$ cat src/rtl/ptm_pkg.sv
`timescale 1ns / 1ps
// ----------------------------------------------------------------------------
// ptm_pkg
// Request and result types and the controller-to-datapath interface.
// ----------------------------------------------------------------------------
package ptm_pkg;

	localparam int FIELD_BITS = 64;

	typedef struct packed {
		logic [FIELD_BITS-1:0] exponent;
		logic [FIELD_BITS-1:0] modulus;
	} in_item_t;

	typedef struct packed {
		logic [FIELD_BITS-1:0] remainder;
		logic                  bad_modulus;
	} out_item_t;

	typedef struct packed {
		logic load;       // capture the request
		logic init;       // result = 1, base = 2 mod m
		logic mul_start;  // clear accumulator, pick operands
		logic sel_sq;     // 1: squaring of the base, 0: result times base
		logic dbl;        // accumulator doubled modulo m
		logic add;        // conditional add of the multiplicand, multiplier shift
		logic wb;         // write the finished product back
		logic shift_e;    // move to the next exponent bit
		logic out_load;   // load the output register
	} dp_cmd_t;

	typedef struct packed {
		logic special;    // modulus is zero or one
		logic ebit;       // current exponent bit
	} dp_status_t;

endpackage

$ cat src/rtl/ptm_ctrl.sv
`timescale 1ns / 1ps
// ----------------------------------------------------------------------------
// ptm_ctrl
// Sequencer for square-and-multiply and the double-and-add products inside it.
// ----------------------------------------------------------------------------
module ptm_ctrl import ptm_pkg::*; #(
	parameter int WORD_BITS = 64
) (
	input  logic       clk,
	input  logic       arst_n,
	input  logic       in_valid,
	output logic       in_ready,
	output logic       out_valid,
	input  logic       out_ready,
	input  dp_status_t status,
	output dp_cmd_t    cmd
);

	localparam int CW = $clog2(WORD_BITS);
	localparam logic [CW-1:0] LAST = CW'(WORD_BITS - 1);

	typedef enum logic [7:0] {
		S_IDLE  = 8'b0000_0001,
		S_CHECK = 8'b0000_0010,
		S_EBIT  = 8'b0000_0100,
		S_SQ    = 8'b0000_1000,
		S_DBL   = 8'b0001_0000,
		S_ADD   = 8'b0010_0000,
		S_WB    = 8'b0100_0000,
		S_DONE  = 8'b1000_0000
	} state_t;

	state_t          state_q, state_d;
	logic [CW-1:0]   ecnt_q, mcnt_q;
	logic            sel_sq_q;
	logic            out_valid_q;

	assign in_ready  = (state_q == S_IDLE);
	assign out_valid = out_valid_q;

	always_comb begin
		state_d = state_q;
		cmd     = '0;
		cmd.sel_sq = sel_sq_q;
		unique case (state_q)
			S_IDLE: begin
				if (in_valid) begin
					cmd.load = 1'b1;
					state_d  = S_CHECK;
				end
			end
			S_CHECK: begin
				cmd.init = 1'b1;
				state_d  = status.special ? S_DONE : S_EBIT;
			end
			S_EBIT: begin
				if (status.ebit) begin
					cmd.mul_start = 1'b1;
					cmd.sel_sq    = 1'b0;
					state_d       = S_DBL;
				end else begin
					state_d = S_SQ;
				end
			end
			S_SQ: begin
				cmd.mul_start = 1'b1;
				cmd.sel_sq    = 1'b1;
				state_d       = S_DBL;
			end
			S_DBL: begin
				cmd.dbl = 1'b1;
				state_d = S_ADD;
			end
			S_ADD: begin
				cmd.add = 1'b1;
				state_d = (mcnt_q == LAST) ? S_WB : S_DBL;
			end
			S_WB: begin
				cmd.wb = 1'b1;
				if (sel_sq_q) begin
					cmd.shift_e = 1'b1;
					state_d     = (ecnt_q == LAST) ? S_DONE : S_EBIT;
				end else begin
					state_d = S_SQ;
				end
			end
			S_DONE: begin
				// The finished result waits here until the output slot is free.
				if (!out_valid_q || out_ready) begin
					cmd.out_load = 1'b1;
					state_d      = S_IDLE;
				end
			end
			default: begin
				state_d = S_IDLE;
			end
		endcase
	end

	always_ff @(posedge clk or negedge arst_n) begin
		if (!arst_n) begin
			state_q     <= S_IDLE;
			ecnt_q      <= '0;
			mcnt_q      <= '0;
			sel_sq_q    <= 1'b0;
			out_valid_q <= 1'b0;
		end else begin
			state_q <= state_d;
			if (cmd.init)
				ecnt_q <= '0;
			else if (cmd.shift_e)
				ecnt_q <= ecnt_q + 1'b1;
			if (cmd.mul_start) begin
				mcnt_q   <= '0;
				sel_sq_q <= cmd.sel_sq;
			end else if (cmd.add) begin
				mcnt_q <= mcnt_q + 1'b1;
			end
			if (cmd.out_load)
				out_valid_q <= 1'b1;
			else if (out_ready)
				out_valid_q <= 1'b0;
		end
	end

endmodule

$ cat src/rtl/ptm_datapath.sv
`timescale 1ns / 1ps
// ----------------------------------------------------------------------------
// ptm_datapath
// Operand registers and one shared modular adder for double-and-add products.
// ----------------------------------------------------------------------------
module ptm_datapath import ptm_pkg::*; #(
	parameter int WORD_BITS = 64
) (
	input  logic       clk,
	input  in_item_t   in_data,
	input  dp_cmd_t    cmd,
	output dp_status_t status,
	output out_item_t  out_data
);

	localparam int W = WORD_BITS;

	logic [W-1:0] exp_q, mod_q, res_q, base_q, acc_q, a_q, b_q;
	logic [W-1:0] addend;
	logic [W:0]   sum, diff;
	logic [W-1:0] sum_mod;
	logic         bad, special;
	out_item_t    out_q;

	// Both operands are below the modulus, so one conditional subtract reduces.
	assign addend  = cmd.dbl ? acc_q : a_q;
	assign sum     = {1'b0, acc_q} + {1'b0, addend};
	assign diff    = sum - {1'b0, mod_q};
	assign sum_mod = (sum >= {1'b0, mod_q}) ? diff[W-1:0] : sum[W-1:0];

	assign bad     = (mod_q == '0);
	assign special = bad || (mod_q == W'(1));

	assign status.special = special;
	assign status.ebit    = exp_q[0];
	assign out_data       = out_q;

	always_ff @(posedge clk) begin
		if (cmd.load) begin
			exp_q <= in_data.exponent[W-1:0];
			mod_q <= in_data.modulus[W-1:0];
		end else if (cmd.shift_e) begin
			exp_q <= exp_q >> 1;
		end

		if (cmd.init) begin
			res_q  <= W'(1);
			base_q <= (mod_q == W'(2)) ? '0 : W'(2);
		end else if (cmd.wb) begin
			if (cmd.sel_sq)
				base_q <= acc_q;
			else
				res_q <= acc_q;
		end

		if (cmd.mul_start) begin
			acc_q <= '0;
			a_q   <= cmd.sel_sq ? base_q : res_q;
			b_q   <= base_q;
		end else if (cmd.dbl) begin
			acc_q <= sum_mod;
		end else if (cmd.add) begin
			if (b_q[W-1])
				acc_q <= sum_mod;
			b_q <= b_q << 1;
		end

		if (cmd.out_load) begin
			out_q.remainder   <= special ? '0 : FIELD_BITS'(res_q);
			out_q.bad_modulus <= bad;
		end
	end

endmodule

$ cat src/rtl/power_of_two_modulo.sv
`timescale 1ns / 1ps
// ----------------------------------------------------------------------------
// power_of_two_modulo
// Two raised to an exponent, reduced by a modulus, by square-and-multiply.
// ----------------------------------------------------------------------------
// Usage: a request (exponent, modulus) enters on in_valid/in_ready and one
// result (remainder, bad_modulus) leaves on out_valid/out_ready. Only the low
// WORD_BITS bits of each request field are used.
// One request is worked on at a time; in_ready is high only while the block
// waits for a request. A zero or unit modulus answers 0 without any
// multiplication, with bad_modulus set for a zero modulus.
// Otherwise each exponent bit, lowest first, costs a squaring of the base and,
// when the bit is set, a product of result and base before it; all WORD_BITS
// exponent bits are worked. The pace is set by the single shared
// modular adder, which does one doubling or one conditional add per cycle.
// Results sit in an output register: a new request is taken while a result
// still waits there, and a finished result waits inside the block while the
// receiver stalls. Reset empties the output register and returns to idle.
// ----------------------------------------------------------------------------
module power_of_two_modulo import ptm_pkg::*; #(
	parameter int WORD_BITS = 64
) (
	input  logic      clk,
	input  logic      arst_n,
	input  logic      in_valid,
	output logic      in_ready,
	input  in_item_t  in_data,
	output logic      out_valid,
	input  logic      out_ready,
	output out_item_t out_data
);

	dp_cmd_t    cmd;
	dp_status_t status;

	ptm_ctrl #(
		.WORD_BITS(WORD_BITS)
	) u_ctrl (
		.clk      (clk),
		.arst_n   (arst_n),
		.in_valid (in_valid),
		.in_ready (in_ready),
		.out_valid(out_valid),
		.out_ready(out_ready),
		.status   (status),
		.cmd      (cmd)
	);

	ptm_datapath #(
		.WORD_BITS(WORD_BITS)
	) u_datapath (
		.clk     (clk),
		.in_data (in_data),
		.cmd     (cmd),
		.status  (status),
		.out_data(out_data)
	);

endmodule

$ cat config.mk
export PLATFORM = sky130hd
export DESIGN_NAME = power_of_two_modulo
export DESIGN_NICKNAME = d
export VERILOG_FILES = /design/src/rtl/ptm_pkg.sv /design/src/rtl/ptm_ctrl.sv /design/src/rtl/ptm_datapath.sv /design/src/rtl/power_of_two_modulo.sv
export SDC_FILE = /design/constraint.sdc
export NUM_CORES = 1
export LEC_CHECK = 0
export ABC_AREA = 1
export BUFFER_PORTS_ARGS = -buffer_cell sky130_fd_sc_hd__buf_4
export CORE_MARGIN = 2
export CORE_UTILIZATION = 60
export CTS_CLUSTER_DIAMETER = 30
export DETAILED_ROUTE_END_ITERATION = 12
export HOLD_SLACK_MARGIN = 0.03
export PLACE_DENSITY_LB_ADDON = 0.25
export SYNTH_ARGS = -nofsm -noshare
export SYNTH_HDL_FRONTEND = slang
export SYNTH_SLANG_ARGS = --single-unit
$ cat constraint.sdc
create_clock -name clk -period 14.45 [get_ports clk]
set_clock_uncertainty 0.2 [all_clocks]
set_input_delay 2.89 -clock clk [delete_from_list [all_inputs] [get_ports clk]]
set_output_delay 2.89 -clock clk [all_outputs]
set_load 0.01 [all_outputs]
Yosys cells after proc, flatten, opt, wreduce, memory -nomap -nowiden. Index checks and enable logic that the tools add are counted.

Bits of input ports: 132. Output and inout port bits: 67. Flip-flop bits (word level): 535.

Magnitude comparators: 1. Add/sub/neg operators: 4. Bitwise operators: 1. Muxes and demuxes: 40. Reductions and logical operators: 17. Equal/unequal tests: 15.

Operators by type and width (count): $mux W64 (14); $add A64 B64 Y65 (1); $ge A65 B64 Y1 (1); $eq A64 B1 Y1 const B (1); $eq A64 B2 Y1 const B (1); $logic_not A64 Y1 (1); $pmux W8 S8 (1); $sub A64 B64 Y64 (1); $mux W8 (5); $mux W6 (4); $reduce_bool A2 Y1 (8); $add A6 B1 Y6 const B (2); $eq A6 B6 Y1 const B (2); $mux W1 (10); $reduce_and A2 Y1 (5); $eq A8 B1 Y1 const B (1); $eq A8 B2 Y1 const B (1); $eq A8 B3 Y1 const B (1); $eq A8 B4 Y1 const B (1); $eq A8 B5 Y1 const B (1); $eq A8 B6 Y1 const B (1); $eq A8 B7 Y1 const B (1); $eq A8 B8 Y1 const B (1); $mux W7 (1); other kinds (8) (12).

Depth between registers and ports, before layout. Gate-level depths: netlist of run 1.

Depth after elaboration: 9. Gate-level depth with buffers: 40.

Modules after synthesis. A second synthesis of run 1 with hierarchy kept.

Cells, all modules: 4441. Area, all modules: 32643.8 um2.

By module, submodules not included: ptm_datapath (cells each 4263, instances 1, area each 31230.0 um2); ptm_ctrl (cells each 178, instances 1, area each 1413.9 um2).

Least setup slack after synthesis of run 1. Ideal clock, no wire load.

Path type: in2reg. Start: input port out_ready. End: register u_datapath.out_q (netlist bit u_datapath.out_data[0]) (enable). Setup slack: 8095 ps. Buffers on the path: 0. Stages: 2. Arrival time: 5667 ps. Cells stage by stage: nor2_1 nor2_1.

RTL lines: start: declaration (line power_of_two_modulo.sv:29) `input logic out_ready,`; end: declaration (line ptm_datapath.sv:23) `out_item_t out_q;`.

Worst setup path in the final report of run 1.
Start: register u_ctrl.state_q[0]. End: register u_datapath.acc_q[60].

Word-level cells in the longest chain between the ends: 9. Elaborated cells between the ends (all ways): 18. Those cells by class: add/sub: 2; order compare: 1; eq/ne: 4; mux: 8; reduce/logical: 3.

RTL lines: start: declaration (line ptm_ctrl.sv:33) `state_t state_q, state_d;`; start signal: assignment (line ptm_ctrl.sv:108) `state_q <= state_d;`; $eq A8 B5 Y1 (line ptm_ctrl.sv:45) `unique case (state_q)`; $mux W1 (line ptm_ctrl.sv:45); $mux W64 (line ptm_datapath.sv:26) `assign addend = cmd.dbl ? acc_q : a_q;`; $add A64 B64 Y65 (line ptm_datapath.sv:27) `assign sum = {1'b0, acc_q} + {1'b0, addend};`; $sub A64 B64 Y64 or $ge A65 B64 Y1 (tied branches) (line ptm_datapath.sv:28, ptm_datapath.sv:29); $mux W64 (line ptm_datapath.sv:29) `assign sum_mod = (sum >= {1'b0, mod_q}) ? diff[W-1:0] : sum[W-1:0];`; $mux W64 (line ptm_datapath.sv:63) `if (b_q[W-1])`; $mux W64 (line ptm_datapath.sv:62) `end else if (cmd.add) begin`; $mux W64 (line ptm_datapath.sv:60) `end else if (cmd.dbl) begin`; end signal: assignment (line ptm_datapath.sv:61) `acc_q <= sum_mod;`; end signal: assignment (line ptm_datapath.sv:64) `acc_q <= sum_mod;`; end: declaration (line ptm_datapath.sv:18) `logic [W-1:0] exp_q, mod_q, res_q, base_q, acc_q, a_q, b_q;`.

Parallel ways exist; a longest one is shown, timed or not. The select of a mux whose other input is x is not followed. A chain may end at the register's enable or synchronous reset.

==> results_dict.tcl, run 1 <==
set metrics [dict create \
    cts_max_level 3 \
    cts.sinks 535 \
    grt_pass1_vias 30800 \
    crit_arrival_ps 8560 \
    cts_tree "yes" \
    synth_flop_cell "edfxtp_1" \
    ys_async_sr_fraction_pct 4.11 \
    status "complete, no violations" \
    hpwl_mm 87.5 \
    die_w_um 243 \
    drtIter0Drc 3615 \
    cts_buffer_depth 3 \
    setup_viol 0 \
    drc 0 \
    synth_area_leaders "edfxtp_1, nand2_1, inv_1, dfxtp_1, ha_1" \
    start_util_pct 60.9 \
    crit_path_start_kind "flip-flop" \
    fin_crit_sh_pct 57.0 \
    yosysSeqAreaShare_pct 42.7 \
    cp_slowest_stage_delay_ps 760 \
    ir_drop_mv 0.202 \
    ctsHoldBuffers 0 \
    die_area_um2 59200 \
    syn_avg_cell_area_um2 7.43 \
    finalHoldViolations 0 \
    worstSetupEndpointType "flip-flop" \
    max_slew.worst_pin.slew_ps 1050 \
    setup_tns_ps 0 \
    max_freq_mhz 121 \
    synth_top_area_share_pct 33.6 \
    min_period_ps 8240 \
    slowest_stage "buf_4" \
    yosysUniqueCellTypes 57 \
    cts_buffers 92 \
    vias 32200 \
    synth-edff-count 385 \
    nets 5082 \
    finalMaxSlewViolations 0 \
    postSynthCellCount 4630 \
    rsz0062_at_grt "false" \
    core_um2 56500 \
    slew_headroom_pct 29.9 \
    r2r_slack_ps 6210 \
    final_area_um2 39400 \
    post_cts_resized 0 \
    n_antenna_cell 0 \
    critPathMostFrequentCell "nand2_1" \
    insertion_delay_ps 660 \
    areaGrowthSynthToFinish_pct 14.6 \
    powerDensity_nw_per_um2 240 \
    critPathRequiredTime_ps 14770 \
    rows 87 \
    viasPerCell 5.69 \
    io_pins 199 \
    ant_nets 0 \
    fin_hold_ws_ps 303 \
    grt_max_degree 91 \
    p_leak_uw 0.0196 \
    clk_pin_slew_worst_paths_ps 50 \
    grt-ovfl-total 0 \
    antenna_found_initial 1 \
    cap_violations 0 \
    syn-num-nets 4894 \
    synth_seq_cells 535 \
    hp-class "reg -> reg" \
    grt_pass1_wl_mm 177 \
    wl_per_cell_um 20.7 \
    grt_use_met2_pct 62.6 \
    cts_root_buf "clkbuf_16" \
    first_pass_iters 9 \
    setup.worst_path.class "reg -> reg" \
    port_buffers 198 \
    use_met3_pct 6.85 \
    ys_warn_count 0 \
    yosys.area.top_type "edfxtp_1" \
    wl_mm 117 \
    die_height_um 243 \
    grt_use_total_pct 39.1 \
    place.gp.congestion 1.05 \
    postPlaceCellArea_um2 36300 \
    layout-drive-gt1-share_pct 12.2 \
    grt-busiest-layer "met2" \
    grtUsageMet1_pct 52.9 \
    syn_area_um2 34400 \
    critical_path.max_fanout 84 \
    cts_setup_buffers 0 \
]
## worst max-delay path, delay by kind of cell, from the launching register on
kind            cells  cell delay (ps)
simple gates       21             3330
buf+inv             9             2120
fa+ha+maj           3             1100
flops               1              550
compound gates      3              530
xor+xnor            1              230
## layout by cell type (no fill, tap or decap), drive strengths merged, types with 31 or more instances in the layout
cell       n
a21oi    258
buf      217
clkbuf   119
dfxtp    128
edfxtp   385
ha       130
inv      822
mux2      63
nand2   1652
nand3    262
nand4     54
nor2     358
nor3      31
o21ai    190
o21bai    31
xor2      43
## state kept, by name, indices dropped and copies added, names as in the netlist, 64 cells and up
register and flops:
u_datapath.base_q 64, u_datapath.a_q 64, u_datapath.b_q 64, u_datapath.exp_q 64, u_datapath.acc_q 64, u_datapath.out_data 65, u_datapath.mod_q 64, u_datapath.res_q 64
## per-layer routing
layer	wire [um]	vias to the layer above	share of wire [%]
met3	10900	293	9.3
met4	5050	2	4.3
met5	10	-	0.0086
met1	47400	15100	41
li1	-	15100	-
met2	53600	1684	46
## logic make-up (layout without fill, tap and decap cells)
logic type / Yosys count / in the layout / synth area share (%)
flops: 535 / 535 / 42.7
buf+inv: 934 / 1200 / 11.1
simple gates: 2403 / 2403 / 29.8
mux: 63 / 63 / 2.06
xor+xnor: 66 / 66 / 1.68
compound gates: 497 / 497 / 7.86
fa+ha+maj: 132 / 132 / 4.85
## Yosys cell counts, types with 3 or more instances
| master | count |
|---|---|
| nand4_1 | 52 |
| buf_12 | 11 |
| inv_1 | 797 |
| a21oi_2 | 17 |
| buf_2 | 25 |
| or2_2 | 3 |
| nor2_1 | 333 |
| inv_2 | 12 |
| clkbuf_1 | 69 |
| ha_1 | 130 |
| edfxtp_1 | 385 |
| nor3_1 | 31 |
| mux2_2 | 63 |
| a21oi_1 | 239 |
| dfxtp_1 | 128 |
| buf_1 | 5 |
| nand3_1 | 192 |
| nor4_1 | 18 |
| nor2_4 | 8 |
| nand2_1 | 1627 |
| buf_6 | 5 |
| xnor2_1 | 23 |
| o21a_1 | 4 |
| o21bai_1 | 31 |
| buf_8 | 3 |
| nand3b_1 | 13 |
| nand3_2 | 70 |
| a21boi_0 | 3 |
| nor2_2 | 17 |
| o21ai_0 | 187 |
| and2_1 | 5 |
| nand2_4 | 7 |
| o21ai_1 | 3 |
| nand2_2 | 18 |
| dfrtp_1 | 21 |
| buf_4 | 5 |
| xor2_1 | 43 |
## area by class of cell
| type | count | area, um^2 |
|---|---|---|
| Clock buffer | 119 | 2480 |
| Timing Repair Buffer | 217 | 1630 |
| Tap cell | 756 | 946 |
| Clock inverter | 53 | 667 |
| Fill cell | 4555 | 17100 |
| Inverter | 811 | 3050 |
| Sequential cell | 535 | 14700 |
| Multi-Input combinational cell | 3161 | 16000 |
## through the flow
stage                     instances  power (uW)  setup slack, ps  util (%)
after detailed placement       5480        7050             6550      64.2
after CTS                      5652        9280             6430      69.8
after global placement         5480        7030             6650      64.2
final                          5652        9450             6210      69.8
after global routing           5652        9980             5710      69.8
after floorplan                4630        5600             8100         -
## report_power, final
group	internal, uW	switching (uW)
clock	1390	806
combinational	1470	3590
sequential	2000	204
total	4850	4600
## worst paths after layout
check / from / cells past startpoint / endpoint
worst min register to register: u_ctrl.ecnt_q[5]$_DFFE_PN0P_ / 1 / u_ctrl.ecnt_q[5]$_DFFE_PN0P_
max in group asynchronous: arst_n / 1 / u_ctrl.state_q[0]$_DFFE_PN1P_
min in group asynchronous: arst_n / 1 / u_ctrl.mcnt_q[2]$_DFFE_PN0P_
worst min-delay path: u_ctrl.ecnt_q[5]$_DFFE_PN0P_ / 1 / u_ctrl.ecnt_q[5]$_DFFE_PN0P_
worst max register to register: u_ctrl.state_q[0]$_DFFE_PN1P_ / 37 / u_datapath.acc_q[60]$_SDFFE_PP0P_
worst max-delay path: u_ctrl.state_q[0]$_DFFE_PN1P_ / 37 / u_datapath.acc_q[60]$_SDFFE_PP0P_
Power figures use the tool's default switching activity.
==> inputs of run 2 (changes only) <==
--- a/config.mk
+++ b/config.mk
@@ -5,10 +5,10 @@
 export SDC_FILE = /design/constraint.sdc
 export NUM_CORES = 1
 export LEC_CHECK = 0
-export ABC_AREA = 1
+export ABC_AREA = 0
 export BUFFER_PORTS_ARGS = -buffer_cell sky130_fd_sc_hd__buf_4
 export CORE_MARGIN = 2
-export CORE_UTILIZATION = 60
+export CORE_UTILIZATION = 56
 export CTS_CLUSTER_DIAMETER = 30
 export DETAILED_ROUTE_END_ITERATION = 12
 export HOLD_SLACK_MARGIN = 0.03
==> constraint.sdc (replaced) <==
create_clock -name clk -period 7.2 [get_ports clk]
set_clock_uncertainty 0.2 [all_clocks]
set_input_delay 1.44 -clock clk [delete_from_list [all_inputs] [get_ports clk]]
set_output_delay 1.44 -clock clk [all_outputs]
set_load 0.01 [all_outputs]
==> results_dict.tcl, run 2 <==
set metrics [dict create \
    p_leak_uw 0.0151 \
    slowest_stage "dfrtp_1" \
    hpwl_mm 59.4 \
    power_uw 18300 \
    io_pins 199 \
    critical_path.max_fanout 19 \
    synth-edff-count 385 \
    syn_avg_cell_area_um2 9.61 \
    finalMaxSlewViolations 0 \
    yosysUniqueCellTypes 74 \
    antenna_found_initial 0 \
    max_freq_mhz 146 \
    yosysSeqAreaShare_pct 49.9 \
    powerDensity_nw_per_um2 503 \
    nets 3638 \
    finalHoldViolations 0 \
    grt-ovfl-total 0 \
    worstSetupEndpointType "flip-flop" \
    ys_warn_count 0 \
    cts.sinks 535 \
    clk_pin_slew_worst_paths_ps 50 \
    hp-class "reg -> reg" \
    cp_slowest_stage_delay_ps 420 \
    syn-num-nets 3325 \
    cts_tree "yes" \
    ir_drop_mv 0.486 \
    grt_pass1_vias 23400 \
    r2r_slack_ps 350 \
    mostFrequentLayoutCells "nand2_1, edfxtp_1, buf_4, a21oi_1, and2_1" \
    cts_max_level 3 \
    postSynthCellCount 3061 \
    drtIter0Drc 2557 \
    synth_flop_cell "edfxtp_1" \
    setup_tns_ps 0 \
    fin_crit_sh_pct 95.2 \
    cts_buffer_depth 3 \
    final_common_cell "nand2_1" \
    slew_headroom_pct 24.1 \
    status "complete, no violations" \
    largest_register_ffs 65 \
    fin_hold_ws_ps 263 \
    cts_buffers 99 \
    grt_pass1_wl_mm 130 \
    synth_area_leaders "edfxtp_1, nand2_1, dfxtp_1, ha_1, mux2_2" \
    critPathMostFrequentCell "buf_4" \
    synth_top_cells_by_count "nand2_1, edfxtp_1, a21oi_1" \
    crit_path_start_kind "flip-flop" \
    insertion_delay_ps 640 \
    critPathRequiredTime_ps 7470 \
    ys_async_sr_fraction_pct 4.11 \
    n_antenna_cell 0 \
    die_height_um 233 \
    wl_mm 84.8 \
    crit_arrival_ps 7130 \
    synth_top_area_share_pct 39.3 \
    areaGrowthSynthToFinish_pct 23.8 \
    cts_root_buf "clkbuf_16" \
    vias 24400 \
    min_period_ps 6850 \
    die_w_um 233 \
    grt_use_total_pct 31.0 \
    wl_per_cell_um 20.5 \
    synth_most_common_cell "nand2_1" \
    pre_cts_ws_ps -232 \
    synth_seq_cells 535 \
    core_um2 51600 \
    grt_max_degree 112 \
    drc 0 \
    final_area_um2 36400 \
    setup.worst_path.class "reg -> reg" \
    die_area_um2 54400 \
    place.gp.congestion 1.01 \
    port_buffers 198 \
    viasPerCell 5.89 \
    fin_ws_ps 347 \
    rows 83 \
    layout-drive-gt1-share_pct 21.2 \
    setup_viol 0 \
    postPlaceCellArea_um2 32500 \
    cap_violations 0 \
    max_slew.worst_pin.slew_ps 1140 \
    yosys.area.top_type "edfxtp_1" \
    ant_nets 0 \
    first_pass_iters 6 \
    start_util_pct 57.0 \
    syn_area_um2 29400 \
]
==> run 2: critical path, delay by kind of cell, from the launching register on <==
kind | cells | cell delay (ps)
AOI/OAI and AO/OA | 13 | 2560
xor gates and xnor gates | 1 | 210
adders and majority gates | 2 | 500
buffers and inverters | 10 | 1520
DFF | 1 | 420
and+or+nand+nor | 8 | 1270
==> run 2: repair_timing <==
action	in CTS	in global routing
hold buffers	0	0
gates resized for setup	5	61
pin swaps	0	13
gates cloned	0	0
setup buffers	0	4
endpoints found under the setup margin	64	64
==> run 2: layer usage <==
layer | wire, um | vias to the layer above | track usage [%] | part of all wire (%)
met5 | 0 | - | 0 | 0
met3 | 8530 | 103 | 5.96 | 10
met1 | 38000 | 11600 | 46.4 | 45
met2 | 36500 | 1166 | 45.4 | 43
li1 | - | 11500 | - | -
met4 | 1740 | 0 | 9.22 | 2.1
==> run 2: worst paths after layout <==
| check | startpoint | endpoint | cells after the start |
|---|---|---|---|
| setup / recovery | u_ctrl.state_q[2]$_DFFE_PN0P_ | u_datapath.acc_q[21]$_SDFFE_PP0P_ | 34 |
| hold / removal | u_datapath.res_q[19]$_SDFFE_PP0P_ | u_datapath.res_q[19]$_SDFFE_PP0P_ | 2 |
| setup reg to reg | u_ctrl.state_q[2]$_DFFE_PN0P_ | u_datapath.acc_q[21]$_SDFFE_PP0P_ | 34 |
| hold reg to reg | u_datapath.res_q[19]$_SDFFE_PP0P_ | u_datapath.res_q[19]$_SDFFE_PP0P_ | 2 |
| max in group asynchronous | arst_n | u_ctrl.state_q[0]$_DFFE_PN1P_ | 1 |
| min in group asynchronous | arst_n | u_ctrl.out_valid$_DFFE_PN0P_ | 1 |
==> run 2: logic make-up after synthesis <==
kind of cell | share of synthesized area, %
fa+ha+maj | 5.67
xor+xnor | 3.75
flops | 49.9
mux | 4.96
buf+inv | 3.48
compound gates | 14.1
simple gates | 18.1
==> run 2: cell type report <==
cell class	instances	area, um^2
sequential	535	14700
tap	680	851
fill	3783	15200
clock buffer	125	2720
clock inverter	62	816
inverter	110	415
timing repair buffer	369	2870
multi-input combinational	2259	14100
==> run 2: report_power, final <==
group          internal (uW)  leakage (uW)  switching (uW)
registers               3880       0.00470             372
logic                   3830       0.00868            5390
clock network           3190       0.00170            1630
==> run 2: through the flow <==
step	instances	util [%]
2_1_floorplan	3061	-
3_3_place_gp	3949	63.1
3_5_place_dp	3949	63.1
4_1_cts	4136	69.9
5_1_grt	4140	70.5
6_report	4140	70.5
